<file path="config.mk">
export PLATFORM = sky130hd
export DESIGN_NAME = two_class_priority_fifo_unit
export DESIGN_NICKNAME = d
export VERILOG_FILES = /design/src/rtl/tcpf_pkg.sv /design/src/rtl/tcpf_ram.sv /design/src/rtl/tcpf_ring.sv /design/src/rtl/two_class_priority_fifo_unit.sv
export SDC_FILE = /design/constraint.sdc
export NUM_CORES = 2
export LEC_CHECK = 0
export BUFFER_PORTS_ARGS = -buffer_cell sky130_fd_sc_hd__buf_2
export CAP_MARGIN = 25
export CELL_PAD_IN_SITES_DETAIL_PLACEMENT = 1
export CELL_PAD_IN_SITES_GLOBAL_PLACEMENT = 1
export CORE_MARGIN = 3
export CORE_UTILIZATION = 59
export DETAILED_ROUTE_END_ITERATION = 12
export PLACE_DENSITY = 0.82
export SLEW_MARGIN = 25
export SYNTH_ARGS = -nofsm -noshare
export SYNTH_HDL_FRONTEND = slang
export SYNTH_HIERARCHICAL = 1
export SYNTH_SLANG_ARGS = --single-unit
</file>
<file path="constraint.sdc">
create_clock -name clk -period 8.58 [get_ports clk]
set_input_delay 0 -clock clk [delete_from_list [all_inputs] [get_ports clk]]
set_output_delay 0 -clock clk [all_outputs]
set_load 0.005 [all_outputs]
</file>
<file path="src/rtl/tcpf_pkg.sv">
// shared types and constants for the two-class priority fifo unit
// no dependencies; imported by every module of the block
package tcpf_pkg;

    localparam int TAG_W       = 16;
    localparam int TICKET_W    = 16;
    localparam int POS_W       = 6;
    localparam int DEPTH_DEF   = 32;
    localparam int POS_MAX     = 63;

    // command codes
    localparam logic CMD_ENQUEUE = 1'b0;
    localparam logic CMD_SERVE   = 1'b1;

    // result status codes
    typedef enum logic [1:0] {
        ST_ENQUEUED = 2'd0,
        ST_FULL     = 2'd1,
        ST_SERVED   = 2'd2,
        ST_EMPTY    = 2'd3
    } status_t;

    // one stored entry: tag in the upper half, ticket in the lower half
    typedef struct packed {
        logic [TAG_W-1:0]    tag;
        logic [TICKET_W-1:0] ticket;
    } entry_t;

    // per-cycle request to one ring
    typedef struct packed {
        logic push;
        logic pop;
    } ring_cmd_t;

endpackage

</file>
<file path="src/rtl/tcpf_ram.sv">
// simple dual-port synchronous ram, one write and one registered read port
// uses tcpf_pkg for the entry type
module tcpf_ram #(
    parameter int DEPTH  = tcpf_pkg::DEPTH_DEF,
    parameter int ADDR_W = $clog2(DEPTH)
) (
    input  logic                 clk,
    input  logic                 wr_en,
    input  logic [ADDR_W-1:0]    wr_addr,
    input  tcpf_pkg::entry_t     wr_data,
    input  logic                 rd_en,
    input  logic [ADDR_W-1:0]    rd_addr,
    output tcpf_pkg::entry_t     rd_data
);
    import tcpf_pkg::*;

    entry_t mem [DEPTH];
    entry_t rd_data_reg;

    // write port
    always_ff @(posedge clk)
    begin
        if (wr_en)
        begin
            mem[wr_addr] <= wr_data;
        end
    end

    // read port, registered, holds between reads
    always_ff @(posedge clk)
    begin
        if (rd_en)
        begin
            rd_data_reg <= mem[rd_addr];
        end
    end

    assign rd_data = rd_data_reg;

endmodule

</file>
<file path="src/rtl/tcpf_ring.sv">
// one circular queue: head, tail and count around a tcpf_ram
// depends on tcpf_pkg and tcpf_ram
module tcpf_ring #(
    parameter int DEPTH = tcpf_pkg::DEPTH_DEF,
    parameter int CNT_W = $clog2(DEPTH + 1)
) (
    input  logic                clk,
    input  logic                rst_n,
    input  tcpf_pkg::ring_cmd_t cmd,
    input  tcpf_pkg::entry_t    wr_data,
    output logic [CNT_W-1:0]    count,
    output tcpf_pkg::entry_t    rd_data
);
    import tcpf_pkg::*;

    localparam int PTR_W = $clog2(DEPTH);
    localparam logic [PTR_W-1:0] PTR_LAST = PTR_W'(DEPTH - 1);

    logic [PTR_W-1:0] head_reg, head_next;
    logic [PTR_W-1:0] tail_reg, tail_next;
    logic [CNT_W-1:0] count_reg, count_next;

    // pointer and occupancy update
    always_comb
    begin
        head_next  = head_reg;
        tail_next  = tail_reg;
        count_next = count_reg;
        if (cmd.push)
        begin
            tail_next  = (tail_reg == PTR_LAST) ? '0 : tail_reg + 1'b1;
            count_next = count_reg + 1'b1;
        end
        else if (cmd.pop)
        begin
            head_next  = (head_reg == PTR_LAST) ? '0 : head_reg + 1'b1;
            count_next = count_reg - 1'b1;
        end
    end

    always_ff @(posedge clk or negedge rst_n)
    begin
        if (!rst_n)
        begin
            head_reg  <= '0;
            tail_reg  <= '0;
            count_reg <= '0;
        end
        else
        begin
            head_reg  <= head_next;
            tail_reg  <= tail_next;
            count_reg <= count_next;
        end
    end

    // entry storage: push writes at the tail, pop reads at the head
    tcpf_ram #(
        .DEPTH (DEPTH),
        .ADDR_W(PTR_W)
    ) u_ram (
        .clk    (clk),
        .wr_en  (cmd.push),
        .wr_addr(tail_reg),
        .wr_data(wr_data),
        .rd_en  (cmd.pop),
        .rd_addr(head_reg),
        .rd_data(rd_data)
    );

    assign count = count_reg;

endmodule

</file>
<file path="src/rtl/two_class_priority_fifo_unit.sv">
// two-class priority fifo unit: strict-priority pair of circular queues with tickets
// an accepted request waits in the pending registers and the ram read register, then moves to the output register
// no new request is taken until the pending result has moved into the output register
// a new request is taken while the previous result still waits in the output register
// reset: both queues empty, ticket counter at 1; ram contents are not cleared
module two_class_priority_fifo_unit #(
    parameter int QUEUE_DEPTH = tcpf_pkg::DEPTH_DEF
) (
    input  logic                           clk,
    input  logic                           rst_n,
    input  logic                           in_valid,
    output logic                           in_ready,
    input  logic                           command,
    input  logic                           preferred,
    input  logic [tcpf_pkg::TAG_W-1:0]     customer_tag,
    output logic                           out_valid,
    input  logic                           out_ready,
    output logic [1:0]                     status,
    output logic [tcpf_pkg::TICKET_W-1:0]  ticket,
    output logic [tcpf_pkg::TAG_W-1:0]     served_tag,
    output logic                           from_priority,
    output logic [tcpf_pkg::POS_W-1:0]     queue_position
);
    import tcpf_pkg::*;

    localparam int CNT_W = $clog2(QUEUE_DEPTH + 1);
    localparam logic [CNT_W-1:0] CNT_FULL = CNT_W'(QUEUE_DEPTH);

    typedef enum logic {
        S_IDLE,
        S_FILL
    } state_t;

    state_t state_reg, state_next;

    logic [CNT_W-1:0] p_count, n_count;
    entry_t           p_rd, n_rd;
    entry_t           wr_entry;
    ring_cmd_t        p_cmd, n_cmd;

    logic             accept, do_enq, do_srv;
    logic             p_full, n_full, tgt_full;
    logic [CNT_W:0]   tgt_count_inc;
    logic [31:0]      tgt_count_wide;
    logic [POS_W-1:0] pos_sat;

    logic [TICKET_W-1:0] next_ticket_reg, next_ticket_next;

    // pending result captured at accept
    status_t             pend_status_reg;
    logic [TICKET_W-1:0] pend_ticket_reg;
    logic                pend_fromp_reg;
    logic [POS_W-1:0]    pend_pos_reg;
    logic                pend_rd_p_reg;
    logic                pend_rd_n_reg;

    // output register
    logic                out_valid_reg;
    status_t             status_reg;
    logic [TICKET_W-1:0] ticket_reg;
    logic [TAG_W-1:0]    served_tag_reg;
    logic                from_priority_reg;
    logic [POS_W-1:0]    queue_position_reg;
    logic                out_load;

    // request decode
    assign in_ready = (state_reg == S_IDLE);
    assign accept   = in_valid && in_ready;
    assign do_enq   = accept && (command == CMD_ENQUEUE);
    assign do_srv   = accept && (command == CMD_SERVE);

    assign p_full   = (p_count == CNT_FULL);
    assign n_full   = (n_count == CNT_FULL);
    assign tgt_full = preferred ? p_full : n_full;

    // ring requests; serve prefers the priority queue
    always_comb
    begin
        p_cmd.push = do_enq && preferred && !p_full;
        n_cmd.push = do_enq && !preferred && !n_full;
        p_cmd.pop  = do_srv && (p_count != '0);
        n_cmd.pop  = do_srv && (p_count == '0) && (n_count != '0);
    end

    assign wr_entry.tag    = customer_tag;
    assign wr_entry.ticket = next_ticket_reg;

    // occupancy after a successful enqueue, saturated to the field width
    assign tgt_count_inc  = {1'b0, (preferred ? p_count : n_count)} + 1'b1;
    assign tgt_count_wide = 32'(tgt_count_inc);
    assign pos_sat = (tgt_count_wide > 32'(POS_MAX)) ? POS_W'(POS_MAX)
                                                     : tgt_count_wide[POS_W-1:0];

    assign next_ticket_next = do_enq ? next_ticket_reg + 1'b1 : next_ticket_reg;

    // output register can take the pending result
    assign out_load = (state_reg == S_FILL) && (!out_valid_reg || out_ready);

    always_comb
    begin
        state_next = state_reg;
        unique case (state_reg)
            S_IDLE:  if (accept)   state_next = S_FILL;
            S_FILL:  if (out_load) state_next = S_IDLE;
            default: state_next = S_IDLE;
        endcase
    end

    // queues
    tcpf_ring #(
        .DEPTH(QUEUE_DEPTH),
        .CNT_W(CNT_W)
    ) u_prio (
        .clk    (clk),
        .rst_n  (rst_n),
        .cmd    (p_cmd),
        .wr_data(wr_entry),
        .count  (p_count),
        .rd_data(p_rd)
    );

    tcpf_ring #(
        .DEPTH(QUEUE_DEPTH),
        .CNT_W(CNT_W)
    ) u_norm (
        .clk    (clk),
        .rst_n  (rst_n),
        .cmd    (n_cmd),
        .wr_data(wr_entry),
        .count  (n_count),
        .rd_data(n_rd)
    );

    // pending result fields
    always_ff @(posedge clk)
    begin
        if (accept)
        begin
            pend_rd_p_reg <= p_cmd.pop;
            pend_rd_n_reg <= n_cmd.pop;
            pend_pos_reg  <= '0;
            if (command == CMD_ENQUEUE)
            begin
                pend_ticket_reg <= next_ticket_reg;
                pend_fromp_reg  <= preferred;
                if (tgt_full)
                begin
                    pend_status_reg <= ST_FULL;
                end
                else
                begin
                    pend_status_reg <= ST_ENQUEUED;
                    pend_pos_reg    <= pos_sat;
                end
            end
            else
            begin
                pend_ticket_reg <= '0;
                pend_fromp_reg  <= p_cmd.pop;
                pend_status_reg <= (p_cmd.pop || n_cmd.pop) ? ST_SERVED : ST_EMPTY;
            end
        end
    end

    // state, ticket counter and output register
    always_ff @(posedge clk or negedge rst_n)
    begin
        if (!rst_n)
        begin
            state_reg          <= S_IDLE;
            next_ticket_reg    <= TICKET_W'(1);
            out_valid_reg      <= 1'b0;
            status_reg         <= ST_ENQUEUED;
            ticket_reg         <= '0;
            served_tag_reg     <= '0;
            from_priority_reg  <= 1'b0;
            queue_position_reg <= '0;
        end
        else
        begin
            state_reg       <= state_next;
            next_ticket_reg <= next_ticket_next;
            if (out_load)
            begin
                out_valid_reg      <= 1'b1;
                status_reg         <= pend_status_reg;
                from_priority_reg  <= pend_fromp_reg;
                queue_position_reg <= pend_pos_reg;
                if (pend_rd_p_reg)
                begin
                    ticket_reg     <= p_rd.ticket;
                    served_tag_reg <= p_rd.tag;
                end
                else if (pend_rd_n_reg)
                begin
                    ticket_reg     <= n_rd.ticket;
                    served_tag_reg <= n_rd.tag;
                end
                else
                begin
                    ticket_reg     <= pend_ticket_reg;
                    served_tag_reg <= '0;
                end
            end
            else if (out_ready)
            begin
                out_valid_reg <= 1'b0;
            end
        end
    end

    assign out_valid      = out_valid_reg;
    assign status         = status_reg;
    assign ticket         = ticket_reg;
    assign served_tag     = served_tag_reg;
    assign from_priority  = from_priority_reg;
    assign queue_position = queue_position_reg;

endmodule
</file>
==> results.txt <==
----------------------------------------------------
[Drt]
  Routed vias ... 54500
  Average wire per standard cell ... 42.7 um
  Final Routed Wirelength ... 312 mm
  Number of routed nets with antenna violations ... 0
  Via-to-Cell Ratio ... 7.46
  Initial detailed-routing violation count ... 9941
  Number of optimization iterations in the first detailed-route pass ... 8
  Final routed DRC violation total ... 0

[GRT]
  Largest net degree at the start of global routing ... 136
  Via count of the first global-routing pass ... 52700
  Grt ovf ... 0
  Number of antenna violations at the first check in global routing ... 24
  Global-route wire length before repair ... 414 mm
  Total GRT Usage ... 38.5%

[Worst setup path]
  Crit-path cells ... nor2b_4 > buf_4 > nor2b_1 > nand2_1 > nor2_1 > or3b_2 > nor2_4
  Length in cells of the worst reg-to-reg path ... 7
  Endpoint of the worst register-to-register path ... u_prio/u_ram/mem[28][29]
  Critical path launch point type ... flip-flop
  Crit-path max FO ... 32
  Launching instance or port of the critical path ... state_reg
  Worst R2R Start ... state_reg
  R2r setup slk ... 3.62 ns
  Setup crit end kind ... flip-flop
  Required time worst endpoint ... 9.04 ns
  Worst Setup EP ... u_prio/u_ram/mem[28][29]
  Path type of the worst setup path ... flip-flop to flip-flop
  Worst path slowest cell ... nor2_4
  Critical path data arrival time ... 5.41 ns
  Stage delay of the slowest cell on the critical path ... 0.95 ns

[Hold path]
  Path type of the worst min-delay path ... input port to flip-flop

[Placed design]
  HPWL after DPL ... 149 mm
  Buffers on Ports ... 64
  Final weighted congestion of routability-driven global placement ... 0.859

[STA]
  Post-Route Hold Slack ... 0.153 ns
  Crit share post-route ... 57.8%
  Max Clock Skew ... 0.0439 ns
  Max-slew violation total from the final report ... 0
  Count of endpoints failing setup in the final report ... 0
  Number of endpoints with negative hold slack in the final report ... 0
  Shortest period the worst path allows ... 4.96 ns
  Worst-Margin Slew ... 1.25 ns
  Highest clock frequency the design can meet ... 202 MHz
  RSZ-0062 raised after global routing ... false
  Post-route setup TNS ... 0 ns
  Relative slew margins ... 16.5%

[Clock tree]
  Source-to-sink clock delay at the later pin of the worst-skew pair ... 0.87 ns
  Clk root buf ... clkbuf_16
  Clock tree from TritonCTS ... built
  Maximum buffer depth of the clock tree ... 3
  Number of buffers created by CTS ... 212
  CTS H-tree depth ... 4
  Total number of clock tree sinks ... 2230
  Reg clk slew, reported paths ... 0.08 ns

[Logic synthesis]
  Async S/R FF share, synth ... 4.08%
  Cell accounting for the most synthesized area ... edfxtp_1
  Post-synth net total ... 5089
  Prevailing post-synth register cell ... edfxtp_1
  Top post-synthesis cells by area ... edfxtp_1 (73%), mux2i_1 (12%), dfrtp_1 (2.6%)
  Count of unique library cells instantiated by Yosys ... 62
  Post-synth EDFFs ... 2139
  Synth Area per Inst ... 17.3 um2
  Warning count from the yosys run ... 6
  Post-synthesis cell area ... 87400 um2
  Top cell type's share of synthesized area ... 73.5%
  Post-synthesis sequential area ratio ... 76.1%
  Library cell with the highest instance count after synthesis ... edfxtp_1
  Most instantiated cells after synthesis ... edfxtp_1 (2139), mux2i_1 (1044), nand2_1 (253), a21oi_1 (220), a22oi_1 (208)
  Total of flip-flops plus latches after synthesis ... 2230
  Post-Syn Instances ... 5046

[Floorplanning]
  Standard-cell rows ... 140
  Starting density of the core ... 59.7%
  Height of the die ... 391 um
  Boundary pin count ... 65
  Die X-Extent ... 391 um
  Floorplan Core Area ... 146000 um2
  DIE AREA ... 153000 um2

[Pwr]
  Power Density ... 300 nW/um2
  Internal power of the cells ... 20.0 mW
  Tot Pwr ... 29.6 mW
  Register share of total power ... 44.2%
  Switching part of the total power ... 32.5%
  Power spent charging and discharging nets ... 9.63 mW
  Part of the power in the clock network ... 33.5%
  Combinational fraction of design power ... 22.3%
  Worst-case vdd ir drop ... 0.000287 V
  Leakage power total ... 32.7 nW

[Layout]
  Layout area overhead ... 12.9%
  Biggest registers after layout ... u_norm/u_ram/mem: 1024 flops, u_prio/u_ram/mem: 1024 flops
  Net count reported at finish ... 5234
  Share of cells above drive strength 1 ... 11.8%

[Outcome]
  Result of the run ... completed

[Run]
  Max Cap Viol ... 0

----------------------------------------------------
[how the worst min path moves through the flow]
stage / slack, ns / cells after the start / startpoint / to
3_3_place_gp: 0.005 / 1 / rst_n / served_tag[0]
2_1_floorplan: -0.30 / 0 / rst_n / from_priority
3_5_place_dp: 0.03 / 1 / rst_n / served_tag[0]
5_1_grt: 0.15 / 3 / in_valid / state_reg
4_1_cts: 0.1 / 3 / in_valid / state_reg
6_report: 0.15 / 2 / customer_tag[6] / u_norm/u_ram/mem[10][22]
[area by class of cell]
cell class                      count  area [um2]
Antenna cell                       17        42.5
Clock buffer                      271        5740
Clock inverter                    129        1210
Fill cell                       12000       47800
Inverter                           13        48.8
Multi-Input combinational cell   2523       19800
Sequential cell                  2230       66600
Tap cell                         1917        2400
Timing Repair Buffer              211        2900
[cell families after synthesis]
logic type | after synthesis | synth area share [%]
mux | 1070 | 12.3
buf+inv | 293 | 1.94
xor+xnor | 25 | 0.268
flops | 2230 | 76.1
fa+ha+maj | 21 | 0.318
compound gates | 695 | 5.28
simple gates | 712 | 3.80
[power groups by stage]
| stage | Sequential (mW) | Clock (mW) | Combinational (mW) |
|---|---|---|---|
| CTS | 13.1 | 9.61 | 6.01 |
| global placement | 13.2 | 0 | 5.51 |
| finish | 13.1 | 9.92 | 6.60 |
| detailed placement | 13.3 | 0 | 5.75 |
| floorplan | 12.9 | 0 | 4.05 |
| global route | 13.1 | 10.3 | 6.65 |
[metrics by stage]
stage | cell area (um2) | std cells | setup WS, ns | util, %
4_1_cts | 97200 | 7238 | 3.76 | 66.4
5_1_grt | 98600 | 7295 | 3.53 | 67.4
3_5_place_dp | 90000 | 6813 | 3.94 | 61.5
2_1_floorplan | 87400 | 5046 | 3.05 | -
6_report | 98700 | 7311 | 3.62 | 67.4
3_3_place_gp | 89600 | 6796 | 4.05 | 61.2
[cell usage in the layout (no fill, tap or decap), drive strengths merged, types with 7 or more instances in the layout]
master,synthesis,final
a21oi,220,220
a22o,130,130
a22oi,208,208
a31oi,64,64
and3,7,7
buf,172,187
bufinv,0,21
clkbuf,108,271
clkinv,0,93
clkinvlp,0,9
dfrtp,90,90
diode,0,17
dlygate4sd3,0,24
edfxtp,2139,2139
ha,19,19
inv,13,19
mux2,26,26
mux2i,1044,1044
nand2,253,253
nand2b,7,7
nand3,204,204
nand3b,10,10
nor2,101,101
nor2b,25,25
nor3,70,70
o21ai,55,55
xnor2,16,16
xor2,9,9
[repair_timing]
action / 4_1_cts / 5_1_grt
hold buffers: 25 / 0
gates resized for setup: 0 / 0
hold endpoints to repair: 1010 / 0
buffers inserted: 0 / 0
[per-layer routing]
metal	vias up	part of all wire (%)	track usage, %
met3	1215	15	11.8
met1	27500	34	51.8
met2	5602	45	58.8
met5	-	0.032	0
met4	16	6.1	16.6
li1	20200	-	-
[worst max-delay path: cells and delay by family (launching register included)]
kind | cells | cell delay (ns)
buf+inv | 1 | 0.42
flops | 1 | 0.51
simple gates | 6 | 3.55
Note: power is estimated with default switching activity, not from simulation.
